[config.mk]
export PLATFORM = sky130hd
export DESIGN_NAME = particle_sensor_frame_parser_top
export DESIGN_NICKNAME = d
export VERILOG_FILES = /design/src/hdl/pfp_pkg.sv /design/src/hdl/particle_sensor_frame_parser_top.sv
export SDC_FILE = /design/constraint.sdc
export NUM_CORES = 1
export LEC_CHECK = 0
export CAP_MARGIN = 10
export CORE_UTILIZATION = 56
export DETAILED_ROUTE_END_ITERATION = 6
export DONT_BUFFER_PORTS = 1
export PLACE_DENSITY = 0.83
export SLEW_MARGIN = 5
export SYNTH_ARGS = -nofsm -noshare
export SYNTH_HDL_FRONTEND = slang
export SYNTH_SLANG_ARGS = --single-unit
[constraint.sdc]
create_clock -name aclk -period 10.3 [get_ports aclk]
set_input_delay 1.03 -clock aclk [delete_from_list [all_inputs] [get_ports aclk]]
set_output_delay 1.03 -clock aclk [all_outputs]
set_load 0.05 [all_outputs]
[src/hdl/pfp_pkg.sv]
package pfp_pkg;

    // Frame layout
    localparam logic [7:0] START_A      = 8'h42;
    localparam logic [7:0] START_B      = 8'h4D;
    localparam logic [4:0] POS_START_A  = 5'd0;
    localparam logic [4:0] POS_START_B  = 5'd1;
    localparam logic [4:0] POS_LENGTH   = 5'd3;
    localparam logic [4:0] POS_PM_HI    = 5'd6;
    localparam logic [4:0] POS_PM_LO    = 5'd7;
    localparam logic [4:0] POS_VERSION  = 5'd28;
    localparam logic [4:0] POS_ERROR    = 5'd29;
    localparam logic [4:0] POS_CKS_HI   = 5'd30;
    localparam logic [4:0] POS_LAST     = 5'd31;
    localparam logic [4:0] WORD_BASE    = 5'd4;

    // Word correction
    localparam logic [15:0] LIN_LIMIT   = 16'd500;
    localparam logic [15:0] SQ_LIMIT    = 16'd600;
    localparam logic [24:0] GAIN_NUM    = 25'd6;
    localparam logic [24:0] DIV_SQ      = 25'd500;
    localparam logic [24:0] DIV_LIN     = 25'd5;
    localparam int unsigned RECIP_SHIFT = 27;
    localparam logic [24:0] RECIP_SQ    = 25'((64'd1 << RECIP_SHIFT) / 64'd500);
    localparam logic [24:0] RECIP_LIN   = 25'((64'd1 << RECIP_SHIFT) / 64'd5);

    // Shared multiplier operand widths
    localparam int unsigned MUL_A_W     = 19;
    localparam int unsigned MUL_B_W     = 25;
    localparam int unsigned MUL_Y_W     = MUL_A_W + MUL_B_W;
    localparam int unsigned QUOT_W      = 17;
    localparam int unsigned REM_W       = 10;

    // Configuration registers
    localparam logic REG_THRESHOLD      = 1'b0;
    localparam logic REG_LENGTH         = 1'b1;
    localparam logic [15:0] THRESHOLD_RESET = 16'd115;
    localparam logic [7:0]  LENGTH_RESET    = 8'd28;

    localparam int unsigned DATA_WORDS_DEF = 12;

endpackage

[src/hdl/particle_sensor_frame_parser_top.sv]
// Flow: a byte that does not end a frame is taken while the sequencer idles; a frame's
// last byte also waits for any unaccepted result. A bad checksum's single result passes
// through the LOAD_OUT state and then the output register before it shows on m_tvalid.
// A good frame walks its words through one shared multiplier; each word takes at most two
// frame-memory reads, three multiplies, a correction and the output load, which may stall.
// Reset (aresetn low, synchronous) clears the position, held values and control; registers reload.
module particle_sensor_frame_parser_top #(
    parameter int unsigned DATA_WORDS = pfp_pkg::DATA_WORDS_DEF
) (
    input  logic        aclk,
    input  logic        aresetn,

    // Input requests: one received serial byte each.
    input  logic        s_tvalid,
    output logic        s_tready,
    input  logic [7:0]  s_tdata,    // [7:0] rx_byte

    // Result requests.
    output logic        m_tvalid,
    input  logic        m_tready,
    output logic [55:0] m_tdata,    // [3:0] word_index, [19:4] word_value, [35:20] pm25_level,
                                    // [43:36] version_byte, [51:44] error_byte, [55:52] zero
    output logic [1:0]  m_tuser,    // [0] sum_ok, [1] overload
    output logic        m_tlast,    // last

    // Configuration write port.
    input  logic        cfg_we,
    input  logic        cfg_index,
    input  logic [15:0] cfg_data
);

    // Sequencer states. Each corrected word goes RD_HI, RD_LO, CLASSIFY and, when the
    // value needs scaling, MUL_RECIP, MUL_REM and FIX before it is loaded in LOAD_OUT.
    localparam logic [2:0] S_IDLE      = 3'd0;
    localparam logic [2:0] S_RD_HI     = 3'd1;
    localparam logic [2:0] S_RD_LO     = 3'd2;
    localparam logic [2:0] S_CLASSIFY  = 3'd3;
    localparam logic [2:0] S_MUL_RECIP = 3'd4;
    localparam logic [2:0] S_MUL_REM   = 3'd5;
    localparam logic [2:0] S_FIX       = 3'd6;
    localparam logic [2:0] S_LOAD_OUT  = 3'd7;

    logic [2:0]  state_reg, state_next;

    // Configuration registers.
    logic [15:0] threshold_reg;
    logic [7:0]  length_reg;

    // Frame tracking done as bytes stream in: the running checksum and the few
    // bytes that feed the held values are captured on the fly.
    logic [4:0]  pos_reg;
    logic [15:0] sum_reg;
    logic [7:0]  pm_hi_reg, pm_lo_reg, version_reg, error_reg, cks_hi_reg;

    logic [15:0] held_pm25_reg;
    logic [7:0]  held_version_reg;
    logic [7:0]  held_error_reg;

    // The frame itself lives in a small memory; the word walk reads it back one byte a cycle.
    logic [7:0]  frame_mem [32];
    logic [4:0]  rd_addr;
    logic [7:0]  rd_data_reg;

    // Word walk datapath.
    logic [3:0]  word_idx_reg;
    logic [7:0]  v_hi_reg;
    logic [15:0] v_cur;
    logic        sq_sel_reg;
    logic        bad_reg;
    logic [pfp_pkg::MUL_A_W-1:0] prod_reg;
    logic [pfp_pkg::QUOT_W-1:0]  quot_reg;
    logic [pfp_pkg::REM_W-1:0]   rem_reg;
    logic [15:0] result_reg;

    logic [pfp_pkg::MUL_A_W-1:0] mul_a;
    logic [pfp_pkg::MUL_B_W-1:0] mul_b;
    logic [pfp_pkg::MUL_Y_W-1:0] mul_y;
    logic [pfp_pkg::MUL_B_W-1:0] divisor;
    logic [pfp_pkg::QUOT_W-1:0]  quot_fix;

    // Output register.
    logic        m_valid_reg;
    logic [55:0] m_data_reg;
    logic [1:0]  m_user_reg;
    logic        m_last_reg;

    logic        in_accept;
    logic        out_free;
    logic        checksum_ok;
    logic        word_last;
    logic        overload;
    logic [15:0] sum_next;

    // A byte is taken only while the sequencer is idle. A frame's last byte is also held
    // off while the previous result still waits, since it produces a result at once.
    assign s_tready  = (state_reg == S_IDLE) &&
                       ((pos_reg != pfp_pkg::POS_LAST) || !m_valid_reg);
    assign in_accept = s_tvalid && s_tready;
    assign out_free  = !m_valid_reg || m_tready;

    assign m_tvalid = m_valid_reg;
    assign m_tdata  = m_data_reg;
    assign m_tuser  = m_user_reg;
    assign m_tlast  = m_last_reg;

    assign checksum_ok = (sum_reg == {cks_hi_reg, s_tdata});
    assign word_last   = bad_reg || (word_idx_reg == 4'(DATA_WORDS - 1));
    assign overload    = (held_pm25_reg >= threshold_reg);
    assign sum_next    = (pos_reg == pfp_pkg::POS_START_A) ? {8'd0, s_tdata}
                                                           : 16'(sum_reg + {8'd0, s_tdata});

    // Word i sits big-endian at bytes 4+2i and 5+2i.
    assign rd_addr = 5'(pfp_pkg::WORD_BASE + {word_idx_reg, 1'b0} +
                        {4'd0, (state_reg == S_RD_LO)});
    assign v_cur   = {v_hi_reg, rd_data_reg};

    // The shared multiplier: v*v or v*6 first, then the reciprocal of the divisor,
    // then quotient times divisor to get the remainder for the final correction.
    assign divisor = sq_sel_reg ? pfp_pkg::DIV_SQ : pfp_pkg::DIV_LIN;

    always_comb begin
        mul_a = prod_reg;
        mul_b = sq_sel_reg ? pfp_pkg::RECIP_SQ : pfp_pkg::RECIP_LIN;
        unique case (state_reg)
            S_CLASSIFY: begin
                mul_a = pfp_pkg::MUL_A_W'(v_cur);
                mul_b = (v_cur < pfp_pkg::SQ_LIMIT) ? pfp_pkg::MUL_B_W'(v_cur)
                                                    : pfp_pkg::GAIN_NUM;
            end
            S_MUL_REM: begin
                mul_a = pfp_pkg::MUL_A_W'(quot_reg);
                mul_b = divisor;
            end
            default: begin
                mul_a = prod_reg;
                mul_b = sq_sel_reg ? pfp_pkg::RECIP_SQ : pfp_pkg::RECIP_LIN;
            end
        endcase
    end

    assign mul_y = pfp_pkg::MUL_Y_W'(mul_a) * pfp_pkg::MUL_Y_W'(mul_b);

    // The reciprocal estimate is at most one low, so one compare settles the quotient.
    assign quot_fix = quot_reg +
                      pfp_pkg::QUOT_W'(pfp_pkg::MUL_B_W'(rem_reg) >= divisor);

    always_comb begin
        state_next = state_reg;
        unique case (state_reg)
            S_IDLE: begin
                if (in_accept && (pos_reg == pfp_pkg::POS_LAST)) begin
                    state_next = checksum_ok ? S_RD_HI : S_LOAD_OUT;
                end
            end
            S_RD_HI:     state_next = S_RD_LO;
            S_RD_LO:     state_next = S_CLASSIFY;
            S_CLASSIFY:  state_next = (v_cur < pfp_pkg::LIN_LIMIT) ? S_LOAD_OUT : S_MUL_RECIP;
            S_MUL_RECIP: state_next = S_MUL_REM;
            S_MUL_REM:   state_next = S_FIX;
            S_FIX:       state_next = S_LOAD_OUT;
            S_LOAD_OUT: begin
                if (out_free) begin
                    state_next = word_last ? S_IDLE : S_RD_HI;
                end
            end
            default:     state_next = S_IDLE;
        endcase
    end

    // Frame memory: written on each accepted byte, read with a registered port.
    always_ff @(posedge aclk) begin
        if (in_accept) begin
            frame_mem[pos_reg] <= s_tdata;
        end
        rd_data_reg <= frame_mem[rd_addr];
    end

    // Configuration and control state.
    always_ff @(posedge aclk) begin
        if (!aresetn) begin
            threshold_reg    <= pfp_pkg::THRESHOLD_RESET;
            length_reg       <= pfp_pkg::LENGTH_RESET;
            state_reg        <= S_IDLE;
            pos_reg          <= 5'd0;
            held_pm25_reg    <= 16'd0;
            held_version_reg <= 8'd0;
            held_error_reg   <= 8'd0;
            word_idx_reg     <= 4'd0;
            bad_reg          <= 1'b0;
            m_valid_reg      <= 1'b0;
        end else begin
            state_reg <= state_next;

            if (cfg_we) begin
                unique case (cfg_index)
                    pfp_pkg::REG_THRESHOLD: threshold_reg <= cfg_data;
                    pfp_pkg::REG_LENGTH:    length_reg    <= cfg_data[7:0];
                    default:                threshold_reg <= threshold_reg;
                endcase
            end

            if (in_accept) begin
                // A wrong header byte restarts the search without rechecking that byte.
                case (pos_reg)
                    pfp_pkg::POS_START_A:
                        pos_reg <= (s_tdata == pfp_pkg::START_A) ? 5'd1 : 5'd0;
                    pfp_pkg::POS_START_B:
                        pos_reg <= (s_tdata == pfp_pkg::START_B) ? 5'd2 : 5'd0;
                    pfp_pkg::POS_LENGTH:
                        pos_reg <= (s_tdata == length_reg) ? 5'd4 : 5'd0;
                    pfp_pkg::POS_LAST:
                        pos_reg <= 5'd0;
                    default:
                        pos_reg <= 5'(pos_reg + 5'd1);
                endcase

                if (pos_reg == pfp_pkg::POS_LAST) begin
                    word_idx_reg <= 4'd0;
                    bad_reg      <= !checksum_ok;
                    if (checksum_ok) begin
                        held_pm25_reg    <= {pm_hi_reg, pm_lo_reg};
                        held_version_reg <= version_reg;
                        held_error_reg   <= error_reg;
                    end
                end
            end

            if ((state_reg == S_LOAD_OUT) && out_free) begin
                m_valid_reg <= 1'b1;
                if (!word_last) begin
                    word_idx_reg <= 4'(word_idx_reg + 4'd1);
                end
            end else if (m_tready) begin
                m_valid_reg <= 1'b0;
            end
        end
    end

    // Payload registers.
    always_ff @(posedge aclk) begin
        if (in_accept) begin
            if (pos_reg < pfp_pkg::POS_CKS_HI) begin
                sum_reg <= sum_next;
            end
            if (pos_reg == pfp_pkg::POS_PM_HI)   pm_hi_reg   <= s_tdata;
            if (pos_reg == pfp_pkg::POS_PM_LO)   pm_lo_reg   <= s_tdata;
            if (pos_reg == pfp_pkg::POS_VERSION) version_reg <= s_tdata;
            if (pos_reg == pfp_pkg::POS_ERROR)   error_reg   <= s_tdata;
            if (pos_reg == pfp_pkg::POS_CKS_HI)  cks_hi_reg  <= s_tdata;
            if ((pos_reg == pfp_pkg::POS_LAST) && !checksum_ok) begin
                result_reg <= 16'd0;
            end
        end

        case (state_reg)
            S_RD_LO: v_hi_reg <= rd_data_reg;
            S_CLASSIFY: begin
                result_reg <= v_cur;
                sq_sel_reg <= (v_cur < pfp_pkg::SQ_LIMIT);
                prod_reg   <= mul_y[pfp_pkg::MUL_A_W-1:0];
            end
            S_MUL_RECIP: quot_reg <= mul_y[pfp_pkg::RECIP_SHIFT +: pfp_pkg::QUOT_W];
            S_MUL_REM:   rem_reg  <= pfp_pkg::REM_W'(prod_reg - mul_y[pfp_pkg::MUL_A_W-1:0]);
            S_FIX:       result_reg <= quot_fix[16] ? 16'hFFFF : quot_fix[15:0];
            default:     v_hi_reg <= v_hi_reg;
        endcase

        if ((state_reg == S_LOAD_OUT) && out_free) begin
            m_data_reg <= {4'd0, held_error_reg, held_version_reg, held_pm25_reg,
                           result_reg, word_idx_reg};
            m_user_reg <= {overload, !bad_reg};
            m_last_reg <= word_last;
        end
    end

    // A rejected frame gives exactly one result, the last one, at word index zero.
    assert property (@(posedge aclk) disable iff (!aresetn)
        (m_tvalid && !m_tuser[0]) |-> (m_tlast && (m_tdata[3:0] == 4'd0)))
        else $error("rejected-frame result is not a lone last result");

    // A stalled output must keep the sequencer waiting in its load state.
    assert property (@(posedge aclk) disable iff (!aresetn)
        ((state_reg == S_LOAD_OUT) && m_valid_reg && !m_tready) |=> (state_reg == S_LOAD_OUT))
        else $error("sequencer moved on while the output was stalled");

    // No new byte is taken, and the word index stays in range, while the word walk is in progress.
    assert property (@(posedge aclk) disable iff (!aresetn)
        (state_reg != S_IDLE) |-> (!s_tready && (word_idx_reg < 4'(DATA_WORDS))))
        else $error("byte accepted or word index out of range during the word walk");

endmodule

==> run metrics <==
outcome=finished clean; Detailed Place HPWL=between 60 and 70 mm; via-per-instance ratio=roughly 5.8; Main synth FF type=edfxtp_1; fmax=~110 MHz; Post-synth EDFFs=438; CP Class=register to register; PnR worst setup slack=1.49 ns; Most common cell on crit path=fa_1; first-pass GRT wire length=~130 mm; register bit total from synthesis=516; Post CTS Setup Buffer Count=0; r2r endpoint=quot_reg[16]$_DFFE_PP_; worst-skew pair later-pin latency=between 0.5 and 0.6 ns; Placeable Area=60500 sq um; RSZ-0062 raised after global routing=false; WL per Instance=22.4 um; GRT met3 Usage=0.0413; TritonCTS clock tree=yes; Hold Vio Cnt, Final=0; setup TNS=0 ns; share of the yosys chip area belonging to registers=0.428; Inserted Clock Buffers=48; commonest non-fill, non-tap cell in the layout=inv_1; Cells after Synth=approximately 2900; Finished Core Util=0.611; top cells by area, synth=edfxtp_1 38%, fa_1 19%, ha_1 7.8%, inv_1 5.9%, mux4_2 5.2%; Worst-path clk slew=0.07 ns; total gr overflow=0; Synth Area per Inst=12.0 sq um; Worst setup EP type=register; max cap viols=0; Root Buffer=clkbuf_16; Longest Clk Path Bufs=3; Slew Limit Headroom=0.215; post-cts resize count=0; M2 GR Usage=0.472; # DRC=0; Max VDD drop=about 0.17 mV; Crit Reg-Reg Startpoint=state_reg[1]$_SDFFE_PN0P_; vias in the first global route=22761; final RePlAce weighted congestion=1.02; Crit path arrival time=9.12 ns; via count=21662; setup slack, reg-to-reg=1.49 ns; fin crit period=8.81 ns; die width=250 um; Routed WL=84.1 mm; Setup WS pre-CTS=about 1.7 ns; cts hold-fix bufs=0; IO Count=91; warning count from the yosys run=0; htree depth=2; Setup crit start kind=register; worst-path fanout max=23; Clock Skews=0.0332 ns; Leak=15.6 nW; post-route ant nets=0; post-synth top area cell=edfxtp_1; Distinct cells, synth=67; most frequent cells in the layout=543 x inv_1, 438 x edfxtp_1, 333 x fa_1, 247 x nand2_1, 214 x ha_1; DR pass1 iterations=6; cell area after synthesis=34400 sq um; First DRT Iteration DRCs=around 2200; CP required=10.61 ns; Global Route Usage Sum=0.278; min-delay src=result_reg[7]$_DFFE_PP_; number of clock sinks=roughly 520; CP max stage delay=between 0.5 and 0.6 ns; Finish-stage setup viols=0; Worst Tran Pin Value=1.18 ns; antenna violations before repair=1; IO buf count=0; Rows=90; share of layout cells above drive strength 1=0.0732; Pwr per Cell Area=around 150 nW/um^2; hold depth=0; period utilization=0.855; post-synth top area share=0.382; Initial Utilization=0.569; largest net degree at the start of global routing=70; max reg flops=roughly 260; CP max stage cell=and3_1; Die Ht=250 um; M1 GR Usage=0.361; fin nets=3504; DIE AREA=62400 sq um; Hold EP=m_tdata[11]$_DFFE_PP_; worst hold path type=register to register; layout overhead on the synthesized area=7.40%; cells on worst reg2reg path=26; Post-synth ARST share=0; Pins Over Slew Limit=0; GR peak layer=met2
==> synth_stat cells (all sizes together) (33+ instances only) <==
| cell type | number |
|---|---|
| nor2 | 211 |
| fa | 333 |
| clkbuf | 68 |
| nand3 | 40 |
| mux2i | 34 |
| xnor2 | 50 |
| edfxtp | 438 |
| inv | 545 |
| mux4 | 80 |
| a21oi | 79 |
| a21o | 33 |
| nor2b | 44 |
| ha | 214 |
| dfxtp | 78 |
| nand2 | 247 |
| o21ai | 71 |
==> critical path, delay by kind of cell (launching register included) <==
family,cells,cell delay (ns)
fa+ha+maj,7,3.35
buf+inv,7,0.82
compound gates,7,2.20
simple gates,5,1.71
flops,1,0.46
==> how the worst max path moves through the flow <==
| stage | end | slack (ns) | cells after the start | start |
|---|---|---|---|---|
| after detailed placement | quot_reg[13]$_DFFE_PP_ | 1.69 | 25 | state_reg[2]$_SDFFE_PN0P_ |
| after CTS | quot_reg[16]$_DFFE_PP_ | 1.64 | 25 | state_reg[0]$_SDFFE_PN0P_ |
| final | quot_reg[16]$_DFFE_PP_ | 1.49 | 26 | state_reg[1]$_SDFFE_PN0P_ |
| after global placement | quot_reg[16]$_DFFE_PP_ | 1.78 | 25 | state_reg[2]$_SDFFE_PN0P_ |
| after floorplan | quot_reg[9]$_DFFE_PP_ | 2.96 | 29 | state_reg[2]$_SDFFE_PN0P_ |
| after global routing | quot_reg[16]$_DFFE_PP_ | 1.09 | 25 | state_reg[0]$_SDFFE_PN0P_ |
==> through the flow <==
stage	instance area [sq um]	std cells	power, mW	hold WS, ns
detailed placement	35400	3658	3.99	0.405
finish	36900	3749	5.71	0.412
global route	36900	3749	5.97	0.411
CTS	36900	3747	5.69	0.413
floorplan	34700	2951	3.55	0.400
global placement	35400	3657	3.99	0.402
==> cells by family after synthesis <==
| logic type | after synthesis | share of synthesized area |
|---|---|---|
| muxes | 122 | 0.0649 |
| buffers and inverters | 644 | 0.0728 |
| other | 2 | 0.000218 |
| adders and majority gates | 547 | 0.272 |
| DFF | 516 | 0.428 |
| and+or+nand+nor | 663 | 0.0863 |
| xor gates and xnor gates | 81 | 0.0208 |
| AOI/OAI and AO/OA | 300 | 0.0553 |
==> per-layer routing <==
layer / wire length [um] / part of all wire
met4: 3620 / 0.043
met2: 41700 / 0.50
met1: 32000 / 0.38
met5: 0 / 0
met3: 6840 / 0.081
==> layout make-up <==
class / instances / area [sq um]
Sequential cell: 516 / 14700
Inverter: 546 / 2050
Tap cell: 782 / 978
Timing Repair Buffer: 24 / 180
Clock inverter: 24 / 200
Antenna cell: 1 / 2.50
Fill cell: 4515 / 23500
Clock buffer: 65 / 1320
Multi-Input combinational cell: 1791 / 17500
==> report_power, final <==
| part | internal (mW) | leakage (nW) | switching, mW |
|---|---|---|---|
| Combinational | 0.639 | 10.4 | 1.03 |
| Sequential | 2.32 | 4.43 | 0.00912 |
| Clock | 0.935 | 0.749 | 0.779 |
| Total | 3.89 | 15.6 | 1.82 |
Power figures use the tool's default switching activity.
